`src/rtl/core/hvno_pkg.sv`:
```
`timescale 1ns / 1ps

package hvno_pkg;

  localparam int unsigned DEF_MAX_LEVELS = 4;
  localparam int unsigned DEF_TABLE_BITS = 20;

  localparam logic [31:0] HASH_MUL_X = 32'd487211441;
  localparam logic [31:0] HASH_MUL_Y = 32'd21771;

  localparam logic [2:0]  LEVEL_COUNT_RST = 3'd1;
  localparam logic [31:0] SCALE_RST       = 32'd16777216;

  localparam logic [1:0] REG_LEVEL_COUNT = 2'd0;
  localparam logic [1:0] REG_X_SCALE     = 2'd1;
  localparam logic [1:0] REG_Y_SCALE     = 2'd2;
  localparam logic [1:0] REG_Z_SCALE     = 2'd3;

  localparam logic OP_WRITE = 1'b0;
  localparam logic OP_EVAL  = 1'b1;

  typedef struct packed {
    logic [2:0]  level_count;
    logic [31:0] x_scale;
    logic [31:0] y_scale;
    logic [31:0] z_scale;
  } hvno_cfg_t;

  typedef struct packed {
    logic        operation;
    logic [1:0]  level_index;
    logic [19:0] table_address;
    logic [7:0]  table_data;
    logic [47:0] x_coord;
    logic [47:0] y_coord;
    logic [47:0] z_coord;
  } hvno_cmd_t;

endpackage

```
`src/rtl/core/hvno_front.sv`:
```
`timescale 1ns / 1ps

module hvno_front #(
  parameter int unsigned MAX_LEVELS = hvno_pkg::DEF_MAX_LEVELS
) (
  input  logic               clk,
  input  logic               rst_n,
  input  logic               in_valid,
  output logic               in_ready,
  input  hvno_pkg::hvno_cmd_t in_cmd,
  output logic               head_valid,
  output hvno_pkg::hvno_cmd_t head_cmd,
  input  logic               head_pop
);
  import hvno_pkg::*;

  hvno_cmd_t  q_r [2];
  logic       wr_ptr_r, wr_ptr_nxt;
  logic       rd_ptr_r, rd_ptr_nxt;
  logic [1:0] cnt_r, cnt_nxt;
  logic       keep;
  logic       push;
  logic       pop;

  // Writes to a table beyond the last octave table are dropped here.
  assign keep = (in_cmd.operation == OP_EVAL) ||
                (32'(in_cmd.level_index) < MAX_LEVELS);
  assign in_ready   = (cnt_r != 2'd2);
  assign push       = in_valid && in_ready && keep;
  assign head_valid = (cnt_r != 2'd0);
  assign pop        = head_pop && head_valid;
  assign head_cmd   = q_r[rd_ptr_r];

  always_comb begin
    wr_ptr_nxt = push ? ~wr_ptr_r : wr_ptr_r;
    rd_ptr_nxt = pop ? ~rd_ptr_r : rd_ptr_r;
    cnt_nxt    = cnt_r + 2'(push) - 2'(pop);
  end

  always_ff @(posedge clk) begin
    if (!rst_n) begin
      wr_ptr_r <= 1'b0;
      rd_ptr_r <= 1'b0;
      cnt_r    <= 2'd0;
    end else begin
      wr_ptr_r <= wr_ptr_nxt;
      rd_ptr_r <= rd_ptr_nxt;
      cnt_r    <= cnt_nxt;
    end
  end

  always_ff @(posedge clk) begin
    if (push) begin
      q_r[wr_ptr_r] <= in_cmd;
    end
  end

endmodule

```
`config.mk`:
```
export PLATFORM = sky130hd
export DESIGN_NAME = hvno_front
export DESIGN_NICKNAME = d
export VERILOG_FILES = /design/src/rtl/core/hvno_pkg.sv /design/src/rtl/core/hvno_front.sv
export SDC_FILE = /design/constraint.sdc
export NUM_CORES = 1
export LEC_CHECK = 0
export BUFFER_PORTS_ARGS = -buffer_cell sky130_fd_sc_hd__clkbuf_2
export CELL_PAD_IN_SITES_DETAIL_PLACEMENT = 0
export CELL_PAD_IN_SITES_GLOBAL_PLACEMENT = 2
export CORE_MARGIN = 10
export CORE_UTILIZATION = 40
export DETAILED_ROUTE_END_ITERATION = 10
export GPL_TIMING_DRIVEN = 0
export MAX_ROUTING_LAYER = met4
export PLACE_DENSITY = 0.89
export SLEW_MARGIN = 20
export SYNTH_ARGS = -nofsm -noshare
export SYNTH_HDL_FRONTEND = slang
export SYNTH_SLANG_ARGS = --single-unit
```
`constraint.sdc`:
```
create_clock -name clk -period 14.6 [get_ports clk]
set_clock_uncertainty 0.2 [all_clocks]
set_input_delay 2.19 -clock clk [delete_from_list [all_inputs] [get_ports clk]]
set_output_delay 2.19 -clock clk [all_outputs]
set_load 0.05 [all_outputs]
```
==> impl_metrics.yaml, run 1 <==
placed_design:
  post-dp-hpwl_um: 21200
  portBuffers: 355
  placed_cells: 1336
  gp_congestion: 0.720
synthesis:
  synth_xor_area_frac: 0.00204
  synthMuxAreaShare: 0.153
  syn_nets: 749
  syn-cell-area_mm2: 0.0129
  synth_cell_type_count: 18
  yosys_register_bits: 355
  synth_top_family_by_area: "multiplexers"
  ys_seq_area_frac: 0.822
  synth-simple-area-share: 0.00475
  avgSynthCellArea_um2: 22.7
  synth_cells: 568
  synthAdderAreaFrac: 0.00194
  synth_compound_area_frac: 0.000582
  ys_warn_count: 0
critical_path:
  criticalPathCategory: "flop to output pin"
  cp-end-kind: "output pin"
  critical_path_arrival_ps: 2000
  start_kind: "flop"
  cp_max_fo: 10
  critPathRequiredTime_ps: 12210
clocking:
  htree_levels: 2
  numCtsBuffers: 37
  clock_path_buffers: 3
  cts_tree: "done"
  post-cts-setup-buffer-count: 0
  clk_latency_ps: 500
  path_clk_slew_ps: 60
  holdBufCountCts: 0
  numClockSinks: 355
  clock-root-buffer: "clkbuf_16"
  cts_resized: 0
sta:
  tightest_slew_ps: 616
  period_minus_slack_ps: 4390
  whs_ps: 331
  fmax_ghz: 0.228
  relSlewSlack: 0.588
  period_share: 0.301
  drv_slew: 0
  finalSetupTns_ps: 0
  rsz0062_at_grt: "no"
  final-hold-violation-count: 0
  finalSetupViolCount: 0
detailed_routing:
  remaining_drc_errors: 0
  via_per_inst: 4.67
  drt_iter0_drc: 233
  post_drt_wl_per_cell_um: 20.3
  dr.pass1.iters: 4
  via_count: 6563
  wl_um: 28600
  ant_nets: 0
power_and_ir_drop:
  leakagePower_nw: 6.30
  ir_worst_vdd_v: 0.000167
  p_per_area_mw_per_mm2: 202
floorplanning:
  core_mm2: 0.0317
  die_area_mm2: 0.0399
  std_cell_rows: 65
  die_h_um: 200
  die_width_um: 200
  ioPinCount: 356
  start_util: 0.407
status:
  outcome: "complete, no violations"
global_route:
  gr-total-overflow: 0
  grt_pass1_vias: 7213
  grt_usage: 0.143
  grt_max_degree: 53
  grt_pass1_wl_um: 42300
  antenna_found_initial: 2
final_layout:
  nets: 1154
  layout-drive-gt1-share: 0.612
  area_growth_pct: 29.0
  fillers: 2578
  regArea_mm2: 0.0106
  multi_input_area_mm2: 0.00211
  fin_cells: 1406
flow_run:
  cap_viol_max_count: 0
hold_path:
  min_path_type: "flop to flop"
[cell usage in the layout, fill, tap and decap left out, drive strengths merged]
cell	count
dfxtp	5
nand2	2
xnor2	3
mux2	175
edfxtp	350
nor2b	2
and2	2
bufinv	1
buf	30
inv	2
or2	1
ha	2
diode	2
o21a	1
nor2	1
and3	1
clkbuf	404
mux2i	1
nand2b	2
clkinv	17
[cells in the mapped netlist, drive strengths merged]
master  count  area, µm²
edfxtp    350      10500
mux2      175       1970
buf        19        194
dfxtp       5        100
xnor2       3       26.3
and2        2       12.5
ha          2       25.0
nand2       2       7.51
nand2b      2       12.5
nor2b       2       12.5
and3        1       6.26
inv         1       3.75
mux2i       1       10.0
nor2        1       3.75
o21a        1       7.51
or2         1       6.26
[critical path: stages, from the launching register on]
cell and delay, ps:
dfxtp_1 380, buf_4 290, buf_6 210, mux2_2 350, clkbuf_2 250
[kinds of logic after synthesis]
family                     Yosys count
buffers and inverters               20
adders and majority gates            2
muxes                              176
xor gates and xnor gates             3
and+or+nand+nor                     11
AOI/OAI and AO/OA                    1
DFF                                355
[metal layers]
metal  track usage  wire length, µm  vias up
met5             -                0        -
met4        0.0480              680        0
met3        0.0558             2820       40
met2         0.244            14800      238
met1         0.149            10300     3192
li1              -                -     3093
[stage by stage]
| step | instance area [µm²] | utilization | power [mW] | setup slack [ps] |
|---|---|---|---|---|
| 4_1_cts | 16700 | 0.525 | 3.41 | 10110 |
| 5_1_grt | 16700 | 0.525 | 3.49 | 10080 |
| 6_report | 16700 | 0.525 | 3.36 | 10210 |
| 3_5_place_dp | 15500 | 0.488 | 2.51 | 10310 |
| 3_3_place_gp | 15200 | 0.479 | 2.52 | -163 |
| 2_1_floorplan | 12900 | - | 2.23 | 4120 |
[final timing paths]
check / slack (ps) / cells past startpoint / to / startpoint
setup / recovery: 10210 / 4 / head_cmd[88] / flop
hold / removal: 330 / 2 / wr_ptr_r / wr_ptr_r
setup reg to reg: 12090 / 7 / q_r[0][50] / cnt_r[0]
hold reg to reg: 330 / 2 / wr_ptr_r / wr_ptr_r
[power breakdown]
group	internal (mW)	total, mW	switching [mW]
sequential	1.28	1.31	0.0277
combinational	0.332	1.16	0.828
clock	0.530	0.892	0.362
total	2.14	3.36	1.22
[sequential cells by signal, indices dropped and copies added (netlist names), named ones only]
signal    flops
q_r         350
wr_ptr_r      1
cnt_r         2
rd_ptr_r      1
[cell type report]
class / instances / area share
repair buffers: 366 / 0.123
clock buffers: 49 / 0.0639
well taps: 402 / 0.0302
plain buffers: 19 / 0.0116
clock inverters: 19 / 0.00676
flip-flops and latches: 355 / 0.637
multi-input cells: 193 / 0.127
diodes: 2 / 0.000300
inverters: 1 / 0.000225
Note: power is estimated with default switching activity, not from simulation.
==> inputs of run 2 (changes only) <==
CORE_UTILIZATION = 38   (was 40)
PLACE_DENSITY = 0.86   (was 0.89)
clock period = 4.25 ns   (was 14.6 ns; I/O delays follow)
==> impl_metrics.yaml, run 2 (synthesis results as in run 1) <==
global_route:
  grt_pass1_wl_um: 43300
  grt_usage: 0.140
  grt_max_degree: 51
  gr-total-overflow: 0
  antenna_found_initial: 1
  grt_pass1_vias: 7293
sta:
  tightest_slew_ps: 722
  final-hold-violation-count: 0
  fmax_ghz: 0.348
  finalSetupViolCount: 0
  relSlewSlack: 0.518
  period_share: 0.677
  drv_slew: 0
  rsz0062_at_grt: "no"
  period_minus_slack_ps: 2880
clocking:
  post-cts-setup-buffer-count: 0
  holdBufCountCts: 0
  cts_resized: 0
  clock_path_buffers: 3
  cts_tree: "done"
  clock-root-buffer: "clkbuf_16"
  htree_levels: 2
  numClockSinks: 355
  clk_latency_ps: 510
  path_clk_slew_ps: 60
  numCtsBuffers: 39
final_layout:
  layout-drive-gt1-share: 0.612
  final_common_cell: "clkbuf_2"
  nets: 1156
  regMostFlops: "q_r"
  area_growth_pct: 29.4
  finish.utilization: 0.498
  fillers: 2832
  final_cell_mix: "clkbuf_2 (355), edfxtp_1 (350), mux2_2 (175), clkbuf_16 (41), buf_6 (15)"
  regArea_mm2: 0.0106
  multi_input_area_mm2: 0.00212
  largest_reg_flops: 350
  reg_top3: "q_r: 350 flops, cnt_r: 2 flops"
placed_design:
  gp_congestion: 0.735
  post-dp-hpwl_um: 21600
  portBuffers: 355
status:
  outcome: "complete, no violations"
floorplanning:
  start_util: 0.385
  die_width_um: 204
  std_cell_rows: 67
  core_mm2: 0.0335
  ioPinCount: 356
  die_h_um: 204
  die_area_mm2: 0.0417
detailed_routing:
  ant_nets: 0
  post_drt_wl_per_cell_um: 20.5
  via_per_inst: 4.62
  remaining_drc_errors: 0
  drt_iter0_drc: 292
  via_count: 6697
  wl_um: 29700
  dr.pass1.iters: 5
power_and_ir_drop:
  p_per_area_mw_per_mm2: 693
  total_power_mw: 11.6
  leakagePower_nw: 6.29
  ir_worst_vdd_v: 0.000449
hold_path:
  hp-start: "in_cmd[16]"
  min_path_type: "input port to flop"
critical_path:
  critPathRequiredTime_ps: 3410
  criticalPathCategory: "flop to output pin"
  r2r_setup_slack_ps: 1550
  cp-end-kind: "output pin"
  rr_startpoint: "cnt_r[0]"
  start_kind: "flop"
  cp_max_fo: 10
  critical_path_arrival_ps: 2040
flow_run:
  cap_viol_max_count: 0
==> run 2: per-stage QoR <==
stage / instance area, µm² / instances / TNS [ps] / hold slack [ps] / setup WS, ps
after global placement: 15300 / 1371 / -335600 / 302 / -1430
after detailed placement: 15500 / 1382 / 0 / 332 / 1320
after global routing: 16700 / 1451 / 0 / 83.3 / 1250
after floorplan: 12900 / 568 / 0 / 287 / 155
final: 16700 / 1451 / 0 / 112 / 1370
after CTS: 16700 / 1450 / 0 / 83.4 / 1290
==> run 2: per-layer routing <==
layer / vias to the layer above / part of all wire / global-route usage / wire (µm)
met5: - / 0 / - / 0
met1: 3343 / 0.37 / 0.150 / 10900
li1: 3090 / - / - / -
met4: 0 / 0.026 / 0.0447 / 773
met3: 50 / 0.072 / 0.0392 / 2140
met2: 214 / 0.53 / 0.246 / 15900
==> run 2: cell type report <==
type                            instances  area share
Buffer                                 19      0.0116
Clock inverter                         18     0.00659
Timing Repair Buffer                  366       0.123
Antenna cell                            1    0.000150
Sequential cell                       355       0.635
Tap cell                              448      0.0336
Inverter                                1    0.000225
Clock buffer                           50      0.0634
Multi-Input combinational cell        193       0.127
==> run 2: worst max-delay path, stage by stage (launching register included) <==
cell and delay, ps:
dfxtp_1 370, buf_4 310, buf_6 230, mux2_2 360
clkbuf_2 240
==> run 2: final timing paths <==
path             endpoint  cells past startpoint
max          head_cmd[82]                      4
min            q_r[0][16]                      1
max reg2reg   q_r[0][116]                      7
min reg2reg      wr_ptr_r                      2
==> run 2: where the power goes <==
group | switching, mW | leakage [nW] | internal [mW]
logic | 2.87 | 2.41 | 1.14
registers | 0.0957 | 3.31 | 4.39
clock network | 1.26 | 0.574 | 1.81
total | 4.23 | 6.29 | 7.35
